$ cat src/rtl/core/lru_key_value_cache_macros.svh
// Assertion macros for the LRU key-value cache.
// Uses the clk and rst_n of the module that includes it.
`ifndef LRU_KEY_VALUE_CACHE_MACROS_SVH
`define LRU_KEY_VALUE_CACHE_MACROS_SVH

`ifndef SYNTHESIS
`define LKV_ASSERT_IMPL(lbl, ante, cons) \
  lbl: assert property (@(posedge clk) disable iff (!rst_n) (ante) |-> (cons)) \
    else $error("lkv assertion failed");
`define LKV_ASSERT_NEXT(lbl, ante, cons) \
  lbl: assert property (@(posedge clk) disable iff (!rst_n) (ante) |=> (cons)) \
    else $error("lkv assertion failed");
`else
`define LKV_ASSERT_IMPL(lbl, ante, cons)
`define LKV_ASSERT_NEXT(lbl, ante, cons)
`endif

`endif

$ cat src/rtl/core/lkv_pkg.sv
// Types and constants shared by the LRU key-value cache.
// No dependencies.
package lkv_pkg;

  localparam logic       KIND_GET   = 1'b0;
  localparam logic       KIND_PUT   = 1'b1;
  localparam logic [4:0] CAP_RESET  = 5'd16;
  localparam logic signed [31:0] MISS_VALUE = 32'shFFFFFFFF;

  typedef enum logic [2:0] {
    ST_IDLE,
    ST_CMP,
    ST_ACT,
    ST_DROP,
    ST_APPEND
  } state_t;

  typedef enum logic [2:0] {
    CELL_HOLD,
    CELL_CMP,
    CELL_PROMOTE,
    CELL_DROP,
    CELL_APPEND
  } cell_op_t;

  typedef struct packed {
    cell_op_t           op;
    logic signed [31:0] bus_key;
    logic signed [31:0] bus_value;
  } cell_ctrl_t;

endpackage

$ cat src/rtl/core/lkv_cell.sv
// One slot of the recency chain: key, value, valid mark and match flag.
// Depends on lkv_pkg.
module lkv_cell (
  input  logic               clk,
  input  logic               rst_n,
  input  lkv_pkg::cell_ctrl_t ctrl,
  input  logic signed [31:0] up_key,
  input  logic signed [31:0] up_value,
  input  logic               up_valid,
  input  logic               lo_valid,
  input  logic               pfx_in,
  output logic signed [31:0] slot_key,
  output logic signed [31:0] slot_value,
  output logic               slot_valid,
  output logic               match,
  output logic               pfx_out
);

  logic signed [31:0] key_r, key_nxt;
  logic signed [31:0] value_r, value_nxt;
  logic               valid_r, valid_nxt;
  logic               match_r, match_nxt;
  logic               sel;

  always_comb begin
    key_nxt   = key_r;
    value_nxt = value_r;
    valid_nxt = valid_r;
    match_nxt = match_r;
    sel       = pfx_in | match_r;
    case (ctrl.op)
      lkv_pkg::CELL_CMP: begin
        match_nxt = valid_r && (key_r == ctrl.bus_key);
      end
      lkv_pkg::CELL_PROMOTE: begin
        // at or above the hit slot: pull from above, the newest slot takes the bus
        if (sel) begin
          if (up_valid) begin
            key_nxt   = up_key;
            value_nxt = up_value;
          end else if (valid_r) begin
            key_nxt   = ctrl.bus_key;
            value_nxt = ctrl.bus_value;
          end
        end
      end
      lkv_pkg::CELL_DROP: begin
        key_nxt   = up_key;
        value_nxt = up_value;
        valid_nxt = up_valid;
      end
      lkv_pkg::CELL_APPEND: begin
        if (!valid_r && lo_valid) begin
          key_nxt   = ctrl.bus_key;
          value_nxt = ctrl.bus_value;
          valid_nxt = 1'b1;
        end
      end
      default: ;
    endcase
  end

  always_ff @(posedge clk) begin
    if (!rst_n) begin
      valid_r <= 1'b0;
      match_r <= 1'b0;
    end else begin
      valid_r <= valid_nxt;
      match_r <= match_nxt;
    end
  end

  always_ff @(posedge clk) begin
    key_r   <= key_nxt;
    value_r <= value_nxt;
  end

  assign slot_key   = key_r;
  assign slot_value = value_r;
  assign slot_valid = valid_r;
  assign match      = match_r;
  assign pfx_out    = sel;

endmodule

$ cat src/rtl/core/lru_key_value_cache.sv
// LRU key-value cache: a chain of slot cells, slot 0 least recent.
// Each beat is registered, compared in the compare state and applied in the act state,
// where a get loads its result into the output register and the next beat may be taken.
// A put miss on a full cache takes the drop state once per dropped entry, then appends.
// Reset clears all valid marks and the entry count at once; capacity resets to 16.
// Depends on lkv_pkg, lkv_cell and lru_key_value_cache_macros.svh.
`include "lru_key_value_cache_macros.svh"

module lru_key_value_cache #(
  parameter int MAX_ENTRIES = 16
) (
  input  logic               clk,
  input  logic               rst_n,
  input  logic               cfg_wr_en,
  input  logic [4:0]         cfg_wr_data,
  input  logic               in_valid,
  output logic               in_stall,
  input  logic               in_kind,
  input  logic signed [31:0] in_key,
  input  logic signed [31:0] in_value,
  output logic               out_valid,
  input  logic               out_stall,
  output logic               out_hit,
  output logic signed [31:0] out_read_value
);

  localparam int CW = $clog2(MAX_ENTRIES + 1);
  localparam int EW = (CW > 5) ? CW : 5;

  lkv_pkg::state_t state_r, state_nxt;
  logic [4:0]         cap_r;
  logic [CW-1:0]      count_r, count_nxt;
  logic               kind_r;
  logic signed [31:0] key_r, value_r;
  logic               out_valid_r, out_valid_nxt;
  logic               out_hit_r;
  logic signed [31:0] out_read_value_r;

  logic [EW-1:0]      eff_cap;
  logic [EW-1:0]      count_ext;
  logic               room;
  logic               hit;
  logic               act_go;
  logic               finishing;
  logic               accept;
  logic               out_load;
  logic signed [31:0] sel_value;
  lkv_pkg::cell_ctrl_t ctrl;

  logic signed [31:0] cell_key   [MAX_ENTRIES];
  logic signed [31:0] cell_value [MAX_ENTRIES];
  logic [MAX_ENTRIES-1:0] valid_vec;
  logic [MAX_ENTRIES-1:0] match_vec;
  logic [MAX_ENTRIES-1:0] pfx_vec;

  // effective capacity: zero reads as one, saturate at the slot count
  always_comb begin
    if (cap_r == 5'd0) begin
      eff_cap = EW'(1);
    end else if (EW'(cap_r) > EW'(MAX_ENTRIES)) begin
      eff_cap = EW'(MAX_ENTRIES);
    end else begin
      eff_cap = EW'(cap_r);
    end
  end

  assign count_ext = EW'(count_r);
  assign room      = count_ext < eff_cap;
  assign hit       = |match_vec;
  assign act_go    = !(kind_r == lkv_pkg::KIND_GET && out_valid_r && out_stall);
  assign finishing = (kind_r == lkv_pkg::KIND_GET) || hit || room;
  assign accept    = in_valid && !in_stall;

  always_comb begin
    sel_value = '0;
    for (int j = 0; j < MAX_ENTRIES; j++) begin
      sel_value = sel_value | (match_vec[j] ? cell_value[j] : 32'sd0);
    end
  end

  always_comb begin
    state_nxt     = state_r;
    count_nxt     = count_r;
    in_stall      = 1'b1;
    out_load      = 1'b0;
    ctrl.op       = lkv_pkg::CELL_HOLD;
    ctrl.bus_key  = key_r;
    ctrl.bus_value = (kind_r == lkv_pkg::KIND_GET) ? sel_value : value_r;
    case (state_r)
      lkv_pkg::ST_IDLE: begin
        in_stall = 1'b0;
        if (in_valid) begin
          state_nxt = lkv_pkg::ST_CMP;
        end
      end
      lkv_pkg::ST_CMP: begin
        ctrl.op   = lkv_pkg::CELL_CMP;
        state_nxt = lkv_pkg::ST_ACT;
      end
      lkv_pkg::ST_ACT: begin
        if (act_go) begin
          if (kind_r == lkv_pkg::KIND_GET || hit) begin
            ctrl.op  = lkv_pkg::CELL_PROMOTE;
            out_load = (kind_r == lkv_pkg::KIND_GET);
          end else if (room) begin
            ctrl.op   = lkv_pkg::CELL_APPEND;
            count_nxt = count_r + CW'(1);
          end
          if (finishing) begin
            in_stall  = 1'b0;
            state_nxt = in_valid ? lkv_pkg::ST_CMP : lkv_pkg::ST_IDLE;
          end else begin
            state_nxt = lkv_pkg::ST_DROP;
          end
        end
      end
      lkv_pkg::ST_DROP: begin
        // shift the oldest entry out, one per cycle, until a slot is free
        ctrl.op   = lkv_pkg::CELL_DROP;
        count_nxt = count_r - CW'(1);
        if (count_ext <= eff_cap) begin
          state_nxt = lkv_pkg::ST_APPEND;
        end
      end
      lkv_pkg::ST_APPEND: begin
        ctrl.op   = lkv_pkg::CELL_APPEND;
        count_nxt = count_r + CW'(1);
        in_stall  = 1'b0;
        state_nxt = in_valid ? lkv_pkg::ST_CMP : lkv_pkg::ST_IDLE;
      end
      default: begin
        state_nxt = lkv_pkg::ST_IDLE;
      end
    endcase
  end

  always_comb begin
    if (out_load) begin
      out_valid_nxt = 1'b1;
    end else if (!out_stall) begin
      out_valid_nxt = 1'b0;
    end else begin
      out_valid_nxt = out_valid_r;
    end
  end

  always_ff @(posedge clk) begin
    if (!rst_n) begin
      state_r     <= lkv_pkg::ST_IDLE;
      count_r     <= '0;
      cap_r       <= lkv_pkg::CAP_RESET;
      out_valid_r <= 1'b0;
    end else begin
      state_r     <= state_nxt;
      count_r     <= count_nxt;
      out_valid_r <= out_valid_nxt;
      if (cfg_wr_en) begin
        cap_r <= cfg_wr_data;
      end
    end
  end

  always_ff @(posedge clk) begin
    if (accept) begin
      kind_r  <= in_kind;
      key_r   <= in_key;
      value_r <= in_value;
    end
    if (out_load) begin
      out_hit_r        <= hit;
      out_read_value_r <= hit ? sel_value : lkv_pkg::MISS_VALUE;
    end
  end

  genvar j;
  generate
    for (j = 0; j < MAX_ENTRIES; j++) begin : g_cell
      logic signed [31:0] up_key_w, up_value_w;
      logic               up_valid_w, lo_valid_w, pfx_in_w;

      if (j == MAX_ENTRIES - 1) begin : g_top
        assign up_key_w   = '0;
        assign up_value_w = '0;
        assign up_valid_w = 1'b0;
      end else begin : g_mid
        assign up_key_w   = cell_key[j+1];
        assign up_value_w = cell_value[j+1];
        assign up_valid_w = valid_vec[j+1];
      end

      if (j == 0) begin : g_bottom
        assign lo_valid_w = 1'b1;
        assign pfx_in_w   = 1'b0;
      end else begin : g_upper
        assign lo_valid_w = valid_vec[j-1];
        assign pfx_in_w   = pfx_vec[j-1];
      end

      lkv_cell u_cell (
        .clk        (clk),
        .rst_n      (rst_n),
        .ctrl       (ctrl),
        .up_key     (up_key_w),
        .up_value   (up_value_w),
        .up_valid   (up_valid_w),
        .lo_valid   (lo_valid_w),
        .pfx_in     (pfx_in_w),
        .slot_key   (cell_key[j]),
        .slot_value (cell_value[j]),
        .slot_valid (valid_vec[j]),
        .match      (match_vec[j]),
        .pfx_out    (pfx_vec[j])
      );
    end
  endgenerate

  assign out_valid      = out_valid_r;
  assign out_hit        = out_hit_r;
  assign out_read_value = out_read_value_r;

  `LKV_ASSERT_IMPL(a_count_matches_valid, 1'b1, $countones(valid_vec) == CW'(count_r))
  `LKV_ASSERT_IMPL(a_valid_packed, 1'b1, (valid_vec & (valid_vec + MAX_ENTRIES'(1))) == '0)
  `LKV_ASSERT_IMPL(a_single_match, state_r == lkv_pkg::ST_ACT, $onehot0(match_vec))
  `LKV_ASSERT_IMPL(a_chain_hit, state_r == lkv_pkg::ST_ACT, hit == pfx_vec[MAX_ENTRIES-1])
  `LKV_ASSERT_IMPL(a_drop_only_full, state_r == lkv_pkg::ST_DROP, count_ext >= eff_cap)
  `LKV_ASSERT_NEXT(a_get_gives_beat, out_load, out_valid_r)

endmodule

$ cat config.mk
export PLATFORM = sky130hd
export DESIGN_NAME = lru_key_value_cache
export DESIGN_NICKNAME = d
export VERILOG_FILES = /design/src/rtl/core/lkv_pkg.sv /design/src/rtl/core/lkv_cell.sv /design/src/rtl/core/lru_key_value_cache.sv
export VERILOG_INCLUDE_DIRS = /design/src /design/src/rtl/core
export SDC_FILE = /design/constraint.sdc
export NUM_CORES = 2
export LEC_CHECK = 0
export BUFFER_PORTS_ARGS = -buffer_cell sky130_fd_sc_hd__buf_4
export CORE_MARGIN = 3
export CORE_UTILIZATION = 56
export DETAILED_ROUTE_END_ITERATION = 16
export GPL_TIMING_DRIVEN = 0
export PLACE_DENSITY_LB_ADDON = 0.05
export SETUP_SLACK_MARGIN = 0.3
export SLEW_MARGIN = 5
export SYNTH_ARGS = -nofsm -noshare
export SYNTH_HDL_FRONTEND = slang
export SYNTH_SLANG_ARGS = --single-unit
$ cat constraint.sdc
create_clock -name clk -period 15.85 [get_ports clk]
set_input_delay 1.585 -clock clk [delete_from_list [all_inputs] [get_ports clk]]
set_output_delay 1.585 -clock clk [all_outputs]
set_load 0.005 [all_outputs]
Word level (Yosys, flattened, before mapping)
Index checks and enable logic that the tools add are counted.

Add/subtract/negate cells: 2. Multiply operators: 0. Div/mod/pow operators: 0. Magnitude comparators: 3. Eq/ne operators: 78. Shifts and indexed selects: 0. Muxes and demuxes: 230. Bitwise gates (word level): 31. Reductions and logical operators: 92.

Operators by type and width (count): 32-bit 2-to-1 mux (143); 32-bit case mux with 3 select lines (32); 32-bit equality test (16); 32-bit bitwise OR (15); 4-bit AND reduction (17); 2-bit by 1-bit inequality test with 1-bit output, second input constant (33); 3-bit by 1-bit inequality test with 1-bit output, second input constant (15); 1-bit logical AND (34); 1-bit case mux with 2 select lines (17); 2-bit AND reduction (15); 5-bit 2-to-1 mux (5); 1-bit 2-to-1 mux (23); 3-bit 2-to-1 mux (6); 1-bit zero test (16); 16-bit OR reduction (1); 1-bit bitwise OR (15); 3-bit case mux with 5 select lines (1); 5-bit case mux with 3 select lines (1); 3-bit by 2-bit equality test with 1-bit output, second input constant (4); 2-bit inequality test, second input constant (6); 3-bit case mux with 4 select lines (1); 3-bit by 1-bit equality test with 1-bit output, second input constant (2); 3-bit equality test, second input constant (2); 3-bit nonzero test (2); other kinds (13) (14).

Register bits: 1168. Latch bits: 0. Memory bits (writable): 0. Bits in read-only memories: 0. Input bits: 75. Output and inout bits: 35. Word-level logic and storage cells: 509. Memories: 0.

Depth between registers and ports, before layout
Word-level depth: 21. Gate-level depth with buffers: 12.

Hierarchy
From an unflattened synthesis, not the netlist that was laid out.

Cell total of the unflattened synthesis: 3935. Area total of the unflattened synthesis: 58209.6 um2.

Modules (own cells, without submodules): lkv_cell (times used 16, cells each 197, area each 3178.0 um2); lru_key_value_cache (times used 1, cells each 783, area each 7360.8 um2).

Worst setup path after synthesis
No wires, ideal clock.

Path type: input to register. Start point: input out_stall. End point: register g_cell[5].u_cell.key_r[0], enable pin. Library setup time: 588 ps. Arrival: 7252 ps. Data required time: 15262 ps. Path slack: 8010 ps. Cell stages on the path: 5. Buffers on the path: 1. Cell sequence: nand2_1 > o21ai_0 > nor2_1 > clkbuf_1 > a221oi_1.

Longest elaborated chain between the ends: 6.

Ends and longest elaborated chain: start, declared (RTL line lru_key_value_cache.sv:22) `input logic out_stall,`; 1-bit logical AND (*) (RTL line lru_key_value_cache.sv:70) `assign act_go = !(kind_r == lkv_pkg::KIND_GET && out_valid_r && out_stall);`; 3-bit 2-to-1 mux (*) (RTL line lru_key_value_cache.sv:101) `if (act_go) begin`; 3-bit case mux with 4 select lines (*) (RTL line lru_key_value_cache.sv:89) `case (state_r)`; 3-bit by 2-bit equality test with 1-bit output / 3-bit equality test (equally long branches) (RTL line lkv_cell.sv:31) `case (ctrl.op)`; 3-bit by 1-bit inequality test with 1-bit output (no line) (tied with other cells); 4-bit AND reduction (no line) (*); end signal, assigned (RTL line lkv_cell.sv:74) `key_r <= key_nxt;`; end, declared (RTL line lkv_cell.sv:19) `logic signed [31:0] key_r, key_nxt;`.

Mark *: on every way between the ends. The rest lies on a longest branch, timed or not. A chain may end at the register's enable or synchronous reset.

Worst setup path after layout
Start point: register g_cell[13].u_cell.match_r. End point: register g_cell[0].u_cell.key_r[3], enable pin.

Longest elaborated chain between the ends: 8.

Ends and longest elaborated chain: start, declared (RTL line lkv_cell.sv:22) `logic match_r, match_nxt;`; start signal, assigned (RTL line lkv_cell.sv:69) `match_r <= match_nxt;`; 16-bit OR reduction (*) (RTL line lru_key_value_cache.sv:69) `assign hit = |match_vec;`; 1-bit logical OR (*) (RTL line lru_key_value_cache.sv:102) `if (kind_r == lkv_pkg::KIND_GET || hit) begin`; 3-bit 2-to-1 mux (*) (RTL line lru_key_value_cache.sv:102); 3-bit 2-to-1 mux (*) (RTL line lru_key_value_cache.sv:101); 3-bit case mux with 4 select lines (*) (RTL line lru_key_value_cache.sv:89); 3-bit by 2-bit equality test with 1-bit output / 3-bit equality test (equally long branches) (RTL line lkv_cell.sv:31); 3-bit by 1-bit inequality test with 1-bit output (no line) (tied with other cells); 4-bit AND reduction (no line) (*); end signal, assigned (RTL line lkv_cell.sv:74); end, declared (RTL line lkv_cell.sv:19).

Marked as above.

==> impl_results.md <==
* Status: complete, but fails checks
* Failing checks: antenna violations, max-capacitance violations, max-slew violations
* Slew Viols, Final at 55
* Finish-stage setup viols at 0
* Syn-to-layout area delta at 14.85%
* Root Buffer: clkbuf_16
* Startpoint types: register
* Most area-hungry cell type in the Yosys netlist: edfxtp_1
* PortBufs at 107
* Post-CTS resize count at 0
* PD cells at 109.2 nW/um^2
* Layout cells sized above 1 at 29.06%
* CP peak stage delay at 1020 ps
* Initial core utilization at 56.64%
* Slowest cell on crit path: nor2_1
* Die area at 107300 um^2
* First DRT Iteration DRCs at 6823
* CP Max Fanout at 10
* Maximum number of pins on one net before global-route repair at 31
* Synth top area cells: edfxtp_1 (58%), mux2_2 (15%), xnor2_1 (5.0%)
* First-pass GRT wire length at 297200 um
* Residual DRC at 0
* Pleak at 22.44 nW
* Max cap viols at 5
* Finished Cell Area at 66470 um^2
* Cell Area, Placed at 62350 um^2
* Max frequency at 161.4 MHz
* Post-Route Setup TNS at 0 ps
* Asr flop ratio synth at 0%
* Die Wd at 327.5 um
* Delay-heaviest family, CP: buffers and inverters
* Relative slew slack at -3.067%
* Per-cell routed wire length at 37.63 um
* Vias in the first global route at 37645
* Sequential area share after synthesis at 59.80%
* Cts bufs inserted at 132
* Vias at 39810
* Synth Flop Type: edfxtp_1
* CTS Hold Buffers Added at 0
* Peak VDD IR at 0.1148 mV
* Number of cells produced by synthesis at 3978
* Max Buffers Root-to-Sink at 3
* Final net count at 4402
* Tightest Pin Transition at 1546 ps
* H-tree levels at 4
* DP HPWL at 158100 um
* Critical path type: reg2reg
* Die H at 327.5 um
* Synth cell types at 57
* Num rows at 117
* Synth warn at 0
* Period utilization at 39.10%
* Final Wtd Congestion at 0.9796
* Via density at 6.876
* #FFs+latches synth at 1168
* Final Hold Viols at 0
* Initial antenna violation count at 5
* CP required at 16310 ps
* Synth Net Count at 4062
* Io pins at 110
* Buf/Inv on CP at 7
* Most used cell, CP: buf_4
* Clk_skew at 36.62 ps
* CTS tree: built
* # Post-CTS Setup Buffers at 0
* Arrival @ worst endpoint at 6660 ps
* Crit path cell chain: clkbuf_1, nor3_1, and4_1, nor2_1, clkbuf_1, o211ai_1, o211ai_1, buf_4, buf_4, buf_4, buf_4, buf_4
* Clock sinks at 1168
* Routed Antenna Nets at 1
* Final WL at 217900 um
* Syn avg cell area at 14.55 um^2
* Synth top area share at 58.21%
* Min Clock Period, post-route at 6197 ps
* Synth Cell Area at 57880 um^2
* GR Overflow Total at 0
* EDFF count, synth at 1122
* Core footprint at 102200 um^2
* Reg clk slew, reported paths at 60 ps
* DRT Pass-1 Iters at 7
* GRT Resource Usage Total at 40.23%
* Hold Path Class: reg2reg
* Worst-skew pair later-pin latency at 760 ps
* Worst Setup End Kind: register
* RSZ-0062 raised after global routing: no
-- power breakdown --
group	total (mW)	internal (mW)	switching (mW)
Combinational	0.690	0.274	0.416
Clock	3.00	1.74	1.27
Sequential	3.56	3.51	0.0560
Total	7.26	5.52	1.74
-- stage by stage --
step / worst slack (ps) / std cells / hold slack (ps) / util (%) / total power [mW]
final: 9653 / 5790 / 500.7 / 65.05 / 7.258
after global routing: 9627 / 5783 / 511.4 / 65.04 / 7.396
after floorplan: 8010 / 3978 / 449.7 / - / 4.006
after detailed placement: 9779 / 5552 / 489.8 / 61.02 / 4.285
after CTS: 10100 / 5783 / 498.4 / 65.03 / 7.224
after global placement: 164.9 / 5453 / 478.5 / 59.11 / 4.268
-- cells by family after synthesis --
group	after synthesis	share of synthesized area (%)
DFF	1168	59.80
muxes	996	19.30
and+or+nand+nor	517	4.721
xor gates and xnor gates	512	7.748
buffers and inverters	399	3.135
AOI/OAI and AO/OA	377	5.089
adders and majority gates	9	0.2075
-- metal layers --
layer,global-route usage [%],wire (um),vias up
li1,-,-,15838
met1,58.79,85940,20000
met2,54.62,87380,3332
met3,13.16,33220,636
met4,17.58,11290,4
met5,0,23,-
-- registers in the layout, indices dropped and copies added (netlist names) --
signal and cells:
g_cell.u_cell.slot_valid 16, out_read_value 32, g_cell.u_cell.slot_key 512, g_cell.u_cell.match 16, out_hit 1, key_r 32
kind_r 1, state_r 3, out_valid 1, value_r 32, g_cell.u_cell.slot_value 512, count_ext 5
cap_r 5
-- cell type report --
class / instances / area, um^2
inverters: 45 / 168.9
fillers: 7701 / 35710
well taps: 1368 / 1712
clock inverters: 47 / 397.9
clock buffers: 184 / 3697
diodes: 7 / 17.52
plain buffers: 354 / 1658
flip-flops and latches: 1168 / 34610
multi-input cells: 2411 / 21710
repair buffers: 206 / 2501
-- synthesized netlist by cell type, drive strengths merged (37+ instances only) --
cell    instances
xor2          182
nand3          85
clkbuf        216
dfxtp          46
and2           65
nand4          95
o21ai          45
a22oi         129
mux2          959
a22o           65
nor2           79
edfxtp       1122
xnor2         330
nand2          90
buf           138
inv            43
a221oi         76
mux2i          37
nor4           52
-- cells in the final DEF (no fill, tap or decap), types with 23 or more instances in the layout --
cell type  instances
nand2_1           89
nor4_1            52
buf_2             41
nand3_1           85
a22o_1            65
buf_6             23
mux2_1           192
a221oi_1          65
buf_1             43
clkinv_1          24
buf_8             58
mux2_2           767
nor2_1            74
xor2_1           182
mux2i_1           37
xnor2_1          330
buf_4            150
nand4_1           94
clkbuf_16        139
o21ai_0           45
dfxtp_1           46
inv_1             43
edfxtp_1        1122
a22oi_1          129
clkbuf_1         248
and2_1            64
-- worst min-delay path: stages, from the launching register on --
cell	delay, ps
dfxtp_1	340
nand2_1	60
o21ai_0	60
-- path summary, 6_finish.rpt --
path	from	to	slack, ps	cells after the start
worst min-delay path	count_ext[2]	count_ext[2]	500	2
worst max-delay path	g_cell[13].u_cell.match	g_cell[0].u_cell.slot_key[3]	9650	12
worst max register to register	g_cell[13].u_cell.match	g_cell[0].u_cell.slot_key[3]	9650	12
worst min register to register	count_ext[2]	count_ext[2]	500	2
Note: power is estimated with default switching activity, not from simulation.
